[config.mk]
export PLATFORM = sky130hd
export DESIGN_NAME = joystick_rate_demand_shaper_core_flat
export DESIGN_NICKNAME = d
export VERILOG_FILES = /design/src/design/jrds_pkg.sv /design/src/design/jrds_sample_if.sv /design/src/design/jrds_demand_if.sv /design/src/design/joystick_rate_demand_shaper_core.sv /design/src/flat_wrapper.sv
export SDC_FILE = /design/constraint.sdc
export NUM_CORES = 2
export LEC_CHECK = 0
export BUFFER_PORTS_ARGS = -buffer_cell sky130_fd_sc_hd__buf_2
export CAP_MARGIN = 10
export CORE_UTILIZATION = 40
export CTS_CLUSTER_SIZE = 25
export DETAILED_ROUTE_END_ITERATION = 8
export PLACE_DENSITY_LB_ADDON = 0.3
export SYNTH_ARGS = -nofsm -noshare
export SYNTH_HDL_FRONTEND = slang
export SYNTH_SLANG_ARGS = --single-unit
[constraint.sdc]
create_clock -name i_clk -period 17.55 [get_ports i_clk]
set_input_delay 1.755 -clock i_clk [delete_from_list [all_inputs] [get_ports i_clk]]
set_output_delay 1.755 -clock i_clk [all_outputs]
set_load 0.01 [all_outputs]
[src/design/jrds_pkg.sv]
// shared types and constants for the joystick rate demand shaper
package jrds_pkg;

    localparam int SAMPLE_W   = 16;
    localparam int DEMAND_W   = 32;
    localparam int CFG_IDX_W  = 3;
    localparam int CFG_DATA_W = 32;
    localparam int DBAND_W    = 15;
    localparam int ODBAND_W   = 31;
    localparam int GAIN_W     = 32;
    localparam int PROD_W     = 49;
    localparam int FRAC_SHIFT = 15;
    localparam int MAG_W      = PROD_W - FRAC_SHIFT;

    localparam int DRIFT_DEFAULT = 0;

    typedef logic signed [SAMPLE_W-1:0] t_sample;
    typedef logic signed [DEMAND_W-1:0] t_demand;

    typedef enum logic [CFG_IDX_W-1:0] {
        CFG_INPUT_OFFSET    = 3'd0,
        CFG_INPUT_DEADBAND  = 3'd1,
        CFG_CUTPOINT        = 3'd2,
        CFG_LOW_GAIN        = 3'd3,
        CFG_HIGH_GAIN       = 3'd4,
        CFG_DEMAND_MAX      = 3'd5,
        CFG_DEMAND_MIN      = 3'd6,
        CFG_OUTPUT_DEADBAND = 3'd7
    } t_cfg_reg;

endpackage

[src/design/jrds_sample_if.sv]
// stick sample channel
interface jrds_sample_if;
    import jrds_pkg::*;

    logic    valid;
    logic    ready;
    t_sample stick_sample;

    modport source (output valid, output stick_sample, input ready);
    modport sink (input valid, input stick_sample, output ready);
endinterface

[src/design/jrds_demand_if.sv]
// platform demand channel
interface jrds_demand_if;
    import jrds_pkg::*;

    logic    valid;
    logic    ready;
    t_demand platform_demand;

    modport source (output valid, output platform_demand, input ready);
    modport sink (input valid, input platform_demand, output ready);
endinterface

[src/design/joystick_rate_demand_shaper_core.sv]
// a sample passes stages s1 to s6 and then the output register before its result is offered
// throughput: one sample per cycle while the output is not held; a seven-register pipeline with one stall enable
// the two gain multipliers work in parallel in one stage, the sum and rounding follow
// a held output stalls the whole pipeline and drops ready at the input
// synchronous active-low reset empties the pipeline and loads the register defaults
module joystick_rate_demand_shaper_core #(
    parameter int DRIFT = jrds_pkg::DRIFT_DEFAULT
) (
    input  logic                           i_clk,
    input  logic                           i_rst_n,
    input  logic                           i_cfg_we,
    input  logic [jrds_pkg::CFG_IDX_W-1:0]  i_cfg_idx,
    input  logic [jrds_pkg::CFG_DATA_W-1:0] i_cfg_wdata,
    jrds_sample_if.sink                    i_sample,
    jrds_demand_if.source                  o_demand
);
    import jrds_pkg::*;

    localparam logic signed [DEMAND_W:0] DRIFT_EXT = (DEMAND_W+1)'(DRIFT);
    localparam logic [PROD_W-1:0] HALF_LSB     = PROD_W'(1) << (FRAC_SHIFT - 1);
    localparam logic [PROD_W-1:0] HALF_LSB_P1  = HALF_LSB + PROD_W'(1);
    localparam logic [MAG_W-1:0]  POS_LIMIT    = MAG_W'({1'b0, {(DEMAND_W-1){1'b1}}});
    localparam logic [MAG_W-1:0]  NEG_LIMIT    = MAG_W'({1'b1, {(DEMAND_W-1){1'b0}}});
    localparam t_demand           DEMAND_MAXV  = {1'b0, {(DEMAND_W-1){1'b1}}};
    localparam t_demand           DEMAND_MINV  = {1'b1, {(DEMAND_W-1){1'b0}}};
    localparam int                NSTAGE       = 6;

    // configuration registers
    logic signed [SAMPLE_W-1:0] r_input_offset;
    logic [DBAND_W-1:0]         r_input_deadband;
    logic [DBAND_W-1:0]         r_cutpoint;
    logic signed [GAIN_W-1:0]   r_low_gain;
    logic signed [GAIN_W-1:0]   r_high_gain;
    t_demand                    r_demand_max;
    t_demand                    r_demand_min;
    logic [ODBAND_W-1:0]        r_output_deadband;

    // pipeline
    logic                       w_adv;
    logic [NSTAGE-1:0]          r_vld;
    logic                       r_out_vld;
    t_sample                    r_s1_sample;
    logic [SAMPLE_W-1:0]        r_s2_x1;
    logic [SAMPLE_W-1:0]        r_s2_x2;
    logic                       r_s2_neg;
    logic signed [PROD_W-1:0]   r_s3_p1;
    logic signed [PROD_W-1:0]   r_s3_p2;
    logic                       r_s3_neg;
    logic signed [PROD_W-1:0]   r_s4_m;
    logic                       r_s4_neg;
    logic [MAG_W-1:0]           r_s5_mag;
    logic                       r_s5_vneg;
    t_demand                    r_s6_v;
    t_demand                    r_out_demand;

    logic signed [SAMPLE_W:0]   w_sum;
    t_sample                    w_sat;
    logic                       w_neg;
    logic [SAMPLE_W-1:0]        w_abs;
    logic [SAMPLE_W-1:0]        w_mag;
    logic                       w_inside;
    logic [SAMPLE_W-1:0]        n_x1;
    logic [SAMPLE_W-1:0]        n_x2;
    logic signed [PROD_W-1:0]   n_p1;
    logic signed [PROD_W-1:0]   n_p2;
    logic signed [PROD_W-1:0]   n_m;
    logic [PROD_W-1:0]          w_round;
    logic [MAG_W-1:0]           n_mag;
    logic                       n_vneg;
    t_demand                    w_vsat;
    t_demand                    w_vmax;
    t_demand                    n_v;
    logic [DEMAND_W-1:0]        w_vabs;
    t_demand                    w_vdz;
    logic signed [DEMAND_W:0]   w_vdrift;
    t_demand                    n_out_demand;

    always_ff @(posedge i_clk) begin
        if (!i_rst_n) begin
            r_input_offset    <= '0;
            r_input_deadband  <= '0;
            r_cutpoint        <= '1;
            r_low_gain        <= '0;
            r_high_gain       <= '0;
            r_demand_max      <= DEMAND_MAXV;
            r_demand_min      <= DEMAND_MINV;
            r_output_deadband <= '0;
        end else if (i_cfg_we) begin
            case (t_cfg_reg'(i_cfg_idx))
                CFG_INPUT_OFFSET:    r_input_offset    <= i_cfg_wdata[SAMPLE_W-1:0];
                CFG_INPUT_DEADBAND:  r_input_deadband  <= i_cfg_wdata[DBAND_W-1:0];
                CFG_CUTPOINT:        r_cutpoint        <= i_cfg_wdata[DBAND_W-1:0];
                CFG_LOW_GAIN:        r_low_gain        <= i_cfg_wdata[GAIN_W-1:0];
                CFG_HIGH_GAIN:       r_high_gain       <= i_cfg_wdata[GAIN_W-1:0];
                CFG_DEMAND_MAX:      r_demand_max      <= i_cfg_wdata[DEMAND_W-1:0];
                CFG_DEMAND_MIN:      r_demand_min      <= i_cfg_wdata[DEMAND_W-1:0];
                CFG_OUTPUT_DEADBAND: r_output_deadband <= i_cfg_wdata[ODBAND_W-1:0];
                default: ;
            endcase
        end
    end

    assign w_adv          = !r_out_vld || o_demand.ready;
    assign i_sample.ready = w_adv;

    // offset, saturate, magnitude, input deadband, slope split
    always_comb begin
        w_sum = {r_s1_sample[SAMPLE_W-1], r_s1_sample}
              + {r_input_offset[SAMPLE_W-1], r_input_offset};
        if (w_sum[SAMPLE_W] != w_sum[SAMPLE_W-1]) begin
            w_sat = w_sum[SAMPLE_W] ? {1'b1, {(SAMPLE_W-1){1'b0}}}
                                    : {1'b0, {(SAMPLE_W-1){1'b1}}};
        end else begin
            w_sat = w_sum[SAMPLE_W-1:0];
        end
        w_neg    = w_sat[SAMPLE_W-1];
        // full negative sample maps to 32768, which still fits unsigned
        w_abs    = w_neg ? (~w_sat + SAMPLE_W'(1)) : w_sat;
        w_mag    = (w_abs < {1'b0, r_input_deadband}) ? '0 : w_abs;
        w_inside = w_mag < {1'b0, r_cutpoint};
        n_x1     = w_inside ? w_mag : {1'b0, r_cutpoint};
        n_x2     = w_inside ? '0 : (w_mag - {1'b0, r_cutpoint});
    end

    assign n_p1 = r_low_gain * $signed({1'b0, r_s2_x1});
    assign n_p2 = r_high_gain * $signed({1'b0, r_s2_x2});
    assign n_m  = r_s3_p1 + r_s3_p2;

    // round to nearest, ties away from zero, on the magnitude
    always_comb begin
        w_round = r_s4_m[PROD_W-1] ? (~r_s4_m + HALF_LSB_P1) : (r_s4_m + HALF_LSB);
        n_mag   = w_round[PROD_W-1:FRAC_SHIFT];
        n_vneg  = r_s4_m[PROD_W-1] ^ r_s4_neg;
    end

    // saturate, then upper clamp, then lower clamp
    always_comb begin
        if (r_s5_vneg) begin
            w_vsat = (r_s5_mag > NEG_LIMIT) ? DEMAND_MINV
                                            : (~r_s5_mag[DEMAND_W-1:0] + DEMAND_W'(1));
        end else begin
            w_vsat = (r_s5_mag > POS_LIMIT) ? DEMAND_MAXV : r_s5_mag[DEMAND_W-1:0];
        end
        w_vmax = (w_vsat > r_demand_max) ? r_demand_max : w_vsat;
        n_v    = (w_vmax < r_demand_min) ? r_demand_min : w_vmax;
    end

    // output deadband and drift
    always_comb begin
        w_vabs   = r_s6_v[DEMAND_W-1] ? (~r_s6_v + DEMAND_W'(1)) : r_s6_v;
        w_vdz    = (w_vabs < {1'b0, r_output_deadband}) ? '0 : r_s6_v;
        w_vdrift = {w_vdz[DEMAND_W-1], w_vdz} + DRIFT_EXT;
        if (w_vdrift[DEMAND_W] != w_vdrift[DEMAND_W-1]) begin
            n_out_demand = w_vdrift[DEMAND_W] ? DEMAND_MINV : DEMAND_MAXV;
        end else begin
            n_out_demand = w_vdrift[DEMAND_W-1:0];
        end
    end

    always_ff @(posedge i_clk) begin
        if (!i_rst_n) begin
            r_vld     <= '0;
            r_out_vld <= 1'b0;
        end else if (w_adv) begin
            r_vld     <= {r_vld[NSTAGE-2:0], i_sample.valid};
            r_out_vld <= r_vld[NSTAGE-1];
        end
    end

    always_ff @(posedge i_clk) begin
        if (w_adv) begin
            r_s1_sample  <= i_sample.stick_sample;
            r_s2_x1      <= n_x1;
            r_s2_x2      <= n_x2;
            r_s2_neg     <= w_neg;
            r_s3_p1      <= n_p1;
            r_s3_p2      <= n_p2;
            r_s3_neg     <= r_s2_neg;
            r_s4_m       <= n_m;
            r_s4_neg     <= r_s3_neg;
            r_s5_mag     <= n_mag;
            r_s5_vneg    <= n_vneg;
            r_s6_v       <= n_v;
            r_out_demand <= n_out_demand;
        end
    end

    assign o_demand.valid           = r_out_vld;
    assign o_demand.platform_demand = r_out_demand;

endmodule

[src/flat_wrapper.sv]
// flat-port wrapper written by rule: the top's interface ports become plain ports
module joystick_rate_demand_shaper_core_flat import jrds_pkg::*;
#(
    parameter int DRIFT = jrds_pkg::DRIFT_DEFAULT
)
  (i_clk, i_rst_n, i_cfg_we, i_cfg_idx, i_cfg_wdata, i_sample_valid, i_sample_stick_sample, i_sample_ready, o_demand_valid, o_demand_platform_demand, o_demand_ready);
  jrds_sample_if i_sample_i ();
  jrds_demand_if o_demand_i ();
  input  logic i_clk;
  input  logic i_rst_n;
  input  logic i_cfg_we;
  input  logic [jrds_pkg::CFG_IDX_W-1:0] i_cfg_idx;
  input  logic [jrds_pkg::CFG_DATA_W-1:0] i_cfg_wdata;
  input wire logic [$bits(i_sample_i.valid)-1:0] i_sample_valid;
  input wire logic [$bits(i_sample_i.stick_sample)-1:0] i_sample_stick_sample;
  output wire logic [$bits(i_sample_i.ready)-1:0] i_sample_ready;
  output wire logic [$bits(o_demand_i.valid)-1:0] o_demand_valid;
  output wire logic [$bits(o_demand_i.platform_demand)-1:0] o_demand_platform_demand;
  input wire logic [$bits(o_demand_i.ready)-1:0] o_demand_ready;
  assign i_sample_i.valid = i_sample_valid;
  assign i_sample_i.stick_sample = i_sample_stick_sample;
  assign i_sample_ready = i_sample_i.ready;
  assign o_demand_valid = o_demand_i.valid;
  assign o_demand_platform_demand = o_demand_i.platform_demand;
  assign o_demand_i.ready = o_demand_ready;
  joystick_rate_demand_shaper_core #(.DRIFT(DRIFT)) u_core (.i_clk(i_clk), .i_rst_n(i_rst_n), .i_cfg_we(i_cfg_we), .i_cfg_idx(i_cfg_idx), .i_cfg_wdata(i_cfg_wdata), .i_sample(i_sample_i), .o_demand(o_demand_i));
endmodule
# Word-level counts from Yosys, hierarchy flattened
# Index checks and enable logic that the tools add are counted.
# word_totals
regBits	509
word_cells	77
# op_classes
addsub	8
multipliers	2
n_lt_le_gt_ge	7
n_eq_ne	8
n_mux	12
n_bitwise	5
n_reduce_logical	11
# op_table
operator	n
$mux W32	6
$add A49 B15 Y49 const B	2
$mul A32 B17 Y49	2
$mux W16	4
$not A32 Y32	2
$add A49 B49 Y49	1
$mux W49	1
$not A49 Y49	1
$gt A34 B31 Y1 const B	1
$gt A34 B32 Y1 const B	1
$add A32 B1 Y32 const B	1
$add A32 B2 Y32 const B	1
$gt A32 B32 Y1	1
$lt A16 B15 Y1	2
$lt A32 B31 Y1	1
$lt A32 B32 Y1	1
$add A16 B16 Y17	1
$add A16 B2 Y16 const B	1
$not A16 Y16	1
$reduce_and A2 Y1	8
$sub A16 B15 Y16	1
$mux W15	1
$eq A3 B3 Y1 const B	4
$eq A3 B2 Y1 const B	2
other kinds (6)	6

# Depth between registers and ports, before layout
# logic_depth
depth_word	10
depth_mapped	44
ltp_nobuf	39

# Least setup slack after synthesis
# OpenSTA, ideal clock, no wires.
# synth_path
kind	input to output
start	input o_demand_ready
end	output i_sample_ready
arrival_time_ns	7.809
setup_slack_ns	7.986
path_stages	3
path_cell_list	nor2b_1 -> clkbuf_1 -> inv_1
# synth_between
elab_chain_cells	1
# synth_rtl
element	line	rtl
start, declared	flat_wrapper.sv:19	input wire logic [$bits(o_demand_i.ready)-1:0] o_demand_ready;
$logic_or A1 B1 Y1	joystick_rate_demand_shaper_core.sv:103	assign w_adv = !r_out_vld || o_demand.ready;
end, declared	flat_wrapper.sv:16	output wire logic [$bits(i_sample_i.ready)-1:0] i_sample_ready;
# Every way passes these cells.

# Final worst setup path
# layout_path
start	register u_core.r_s1_sample[1]
end	register u_core.r_s2_x1[1] (data pin)
# layout_between
elab_chain_cells	10
word_cells_on_any_way	11
cone_classes	add/sub (2); order compare (2); eq/ne (1); mux (5); bitwise (1)
# layout_rtl
element	line	rtl
start, declared	joystick_rate_demand_shaper_core.sv:42	t_sample r_s1_sample;
start signal, assigned	joystick_rate_demand_shaper_core.sv:172	r_s1_sample <= i_sample.stick_sample;
$add A16 B16 Y17 (*)	joystick_rate_demand_shaper_core.sv:109	+ {r_input_offset[SAMPLE_W-1], r_input_offset};
$mux W16 / $ne A1 B1 Y1 (equally long branches)	joystick_rate_demand_shaper_core.sv:111, joystick_rate_demand_shaper_core.sv:110	
$mux W16 (*)	joystick_rate_demand_shaper_core.sv:110	if (w_sum[SAMPLE_W] != w_sum[SAMPLE_W-1]) begin
$not A16 Y16	joystick_rate_demand_shaper_core.sv:118	w_abs = w_neg ? (~w_sat + SAMPLE_W'(1)) : w_sat;
$add A16 B2 Y16	joystick_rate_demand_shaper_core.sv:118	
$mux W16 (*)	joystick_rate_demand_shaper_core.sv:118	
$lt A16 B15 Y1	joystick_rate_demand_shaper_core.sv:119	w_mag = (w_abs < {1'b0, r_input_deadband}) ? '0 : w_abs;
$mux W16 (*)	joystick_rate_demand_shaper_core.sv:119	
$lt A16 B15 Y1	joystick_rate_demand_shaper_core.sv:120	w_inside = w_mag < {1'b0, r_cutpoint};
$mux W15 (*)	joystick_rate_demand_shaper_core.sv:121	n_x1 = w_inside ? w_mag : {1'b0, r_cutpoint};
net u_core.n_x1[1]	joystick_rate_demand_shaper_core.sv:62	logic [SAMPLE_W-1:0] n_x1;
end signal, assigned	joystick_rate_demand_shaper_core.sv:173	r_s2_x1 <= n_x1;
end, declared	joystick_rate_demand_shaper_core.sv:43	logic [SAMPLE_W-1:0] r_s2_x1;
# Mark *: on every way through the listed nets, which the timed path passes. The rest lies on a longest branch.
# A chain may end at the register's enable or synchronous reset.

==> impl_metrics.tcl <==
set metrics [dict create \
    clockRootBuffer "clkbuf_16" \
    area_growth_syn_to_layout_pct 7.423 \
    cts_setup_buffers 0 \
    tritoncts "built" \
    grt_max_degree 191 \
    wirelength_um 176100 \
    vias_per_cell 5.287 \
    drive_gt1_share_pct 5.569 \
    synth-main-ff-cell "edfxtp_1" \
    final_area_um2 68370 \
    drt_iter0_drc 3325 \
    power_frac_seq_pct 32.9 \
    io_buffers 89 \
    power.share.combinational_pct 41.8 \
    switching_share_pct 40.17 \
    worst_pin_slew_ns 1.354 \
    ys_seq_area_share_pct 20.68 \
    grt_use_total_pct 22.26 \
    antenna_left 0 \
    dr.pass1.iters 5 \
    crit_family "compound AO/OA/AOI/OAI gates" \
    routed-via-count 47220 \
    power_mw 5.584 \
    crit_fanout 27 \
    rsz0062_at_grt "false" \
    cts.clk_slew.worst_paths_ns 0.06 \
    synth.distinct_cells 89 \
    grt_pass1_wl_um 280500 \
    post-route-util_pct 43.22 \
    mostFrequentLayoutCell "inv_1" \
    yosys_warnings 0 \
    cp-end-kind "register" \
    drc 0 \
    fp.dieH_um 400.9 \
    status "finished, final reports clean" \
    worstSetupPathType "register to register" \
    syn_area_um2 63650 \
    netlist.area_leader.share_pct 30.86 \
    fin_worst_skew_ns 0.03035 \
    peakVddDrop_mv 0.08748 \
    final_min_period_over_clock_period_pct 63.91 \
    globalRouteOverflowTotal 0 \
    synth_fp_nets 8347 \
    dpl_cell_area_um2 66090 \
    fin_nets 8270 \
    power.leakage_nw 29.74 \
    clk_path_buf_depth 3 \
    p_per_area_nw_per_um2 81.68 \
    clk_latency_ns 0.63 \
    hold_class "register to register" \
    startpoint "u_core.r_s1_sample[1]" \
    core_area_um2 158200 \
    slew_headroom_pct 7.383 \
    std_cell_rows 146 \
    holdBufCountCts 0 \
    antenna_found_initial 3 \
    synth_top_area_cell "fa_1" \
    path_buf_inv 2 \
    p_sw_mw 2.243 \
    hp-start "u_core.r_s3_neg" \
    pin_count 90 \
    final-setup-viol-count 0 \
    slew_viol_final 0 \
    syn_avg_cell_area_um2 9.249 \
    start_kind "register" \
    r2r-start "u_core.r_s1_sample[1]" \
    layout_min_cycle_time_ns 11.22 \
    wl_per_cell_um 19.71 \
    h-tree-depth 3 \
    cts.sinks 509 \
    fmax_mhz 89.16 \
    cts_resized 0 \
    netlist_top_cells_area "fa_1 31%, edfxtp_1 14%, ha_1 8.4%, inv_1 7.4%, nand2_1 6.8%" \
    dp_hpwl_um 132400 \
    crit_top_cell "ha_1" \
    cts_buffers 66 \
    gp_congestion 0.9303 \
    n_antenna_cell 0 \
    die-area_um2 160700 \
    pwr-share-clk_pct 25.3 \
    worstPathRequired_ns 17.91 \
    grt_pass1_vias 48970 \
    critPathSlowestCell "ha_1" \
    setup_tns_ns 0 \
    synth_cells 6882 \
    die_w_um 400.9 \
    ys_async_sr_fraction_pct 0 \
    critical_path.max_stage_delay_ns 0.82 \
    p_int_mw 3.341 \
    ys_ff_latch 509 \
    fillers 15400 \
    arrival_ns 11.57 \
    synth_edf_count 297 \
    final-hold-violation-count 0 \
    layout_common_cells "1246 x inv_1, 1151 x nand2_1, 981 x fa_1" \
    initial_core_util_pct 40.23 \
    cap_viol_max_count 0 \
]
-- per-stage QoR --
stage,hold slack [ns],setup WS [ns],std cells
after global placement,0.4115,6.463,8809
after floorplan,0.4003,7.986,6882
after CTS,0.4355,6.461,8931
after global routing,0.4472,5.415,8931
after detailed placement,0.4162,6.547,8809
final,0.4326,6.335,8931
-- state kept, by name, indices dropped and copies added (netlist names), 6 cells and up --
signal                           flops
u_core.r_s3_p1                      49
u_core.r_s3_p2                      49
u_core.r_s4_m                       49
u_core.r_s5_mag                     34
u_core.o_demand.platform_demand     32
u_core.r_demand_max                 32
u_core.r_demand_min                 32
u_core.r_high_gain                  32
u_core.r_low_gain                   32
u_core.r_s6_v                       32
u_core.r_output_deadband            31
u_core.r_input_offset               16
u_core.r_s1_sample                  16
u_core.r_s2_x1                      16
u_core.r_s2_x2                      16
u_core.r_cutpoint                   15
u_core.r_input_deadband             15
u_core.r_vld                         6
-- metal layers --
layer / part of all wire, % / vias to the layer above / GRT usage [%]
met5: 0 / - / 0
met4: 4.2 / 0 / 8.631
met3: 5.5 / 293 / 2.437
met2: 48 / 1410 / 37.36
met1: 43 / 23870 / 29.47
li1: - / 21650 / -
-- synth_stat cells (all sizes together) (10+ instances only) --
cell type	n
nand3	59
nand2b	36
nor2b	79
nor2	182
o21ai	143
xor2	62
a21oi	202
buf	16
a21o	108
a21boi	169
inv	1247
ha	428
fa	981
nor3	62
a211o	10
o41ai	15
or4	16
o211ai	58
and3	23
o311ai	30
o31a	11
nor4	20
clkbuf	287
edfxtp	297
xnor2	160
or2	14
a211oi	26
mux2	77
o31ai	23
a31oi	17
mux2i	10
and2	407
or3	23
nand2	1151
nand4	44
dfxtp	212
o21a	26
o21bai	21
and4	10
-- power groups by stage --
stage / clock, mW / combinational [mW] / sequential, mW
6_report: 1.41 / 2.33 / 1.84
5_1_grt: 1.48 / 2.57 / 1.86
4_1_cts: 1.44 / 2.32 / 1.83
3_5_place_dp: 0 / 2.30 / 1.85
3_3_place_gp: 0 / 2.26 / 1.85
2_1_floorplan: 0 / 1.60 / 1.75
-- area by class of cell --
cell class	instances	area (um2)	share of cell area [%]
inverter	1247	4688	6.857
clock buffer	85	1891	2.765
timing repair buffer	158	978.4	1.431
multi-input combinational	4823	44670	65.33
sequential	509	13160	19.25
clock inverter	37	395.4	0.5783
tap	2072	2592	3.792
-- kinds of logic after synthesis --
kind of cell | Yosys count | synth area share (%)
compound gates | 943 | 10.07
xor+xnor | 222 | 3.055
simple gates | 2161 | 15.99
other cells | 1 | 0.005892
buf+inv | 1550 | 9.227
mux | 87 | 1.696
fa+ha+maj | 1409 | 39.27
flops | 509 | 20.68
-- worst paths after layout --
kind,cells past startpoint,end,slack [ns]
min,0,u_core.r_s4_neg,0.43
min reg2reg,0,u_core.r_s4_neg,0.43
max,40,u_core.r_s2_x1[1],6.33
max reg2reg,40,u_core.r_s2_x1[1],6.33
Note: power is estimated with default switching activity, not from simulation.
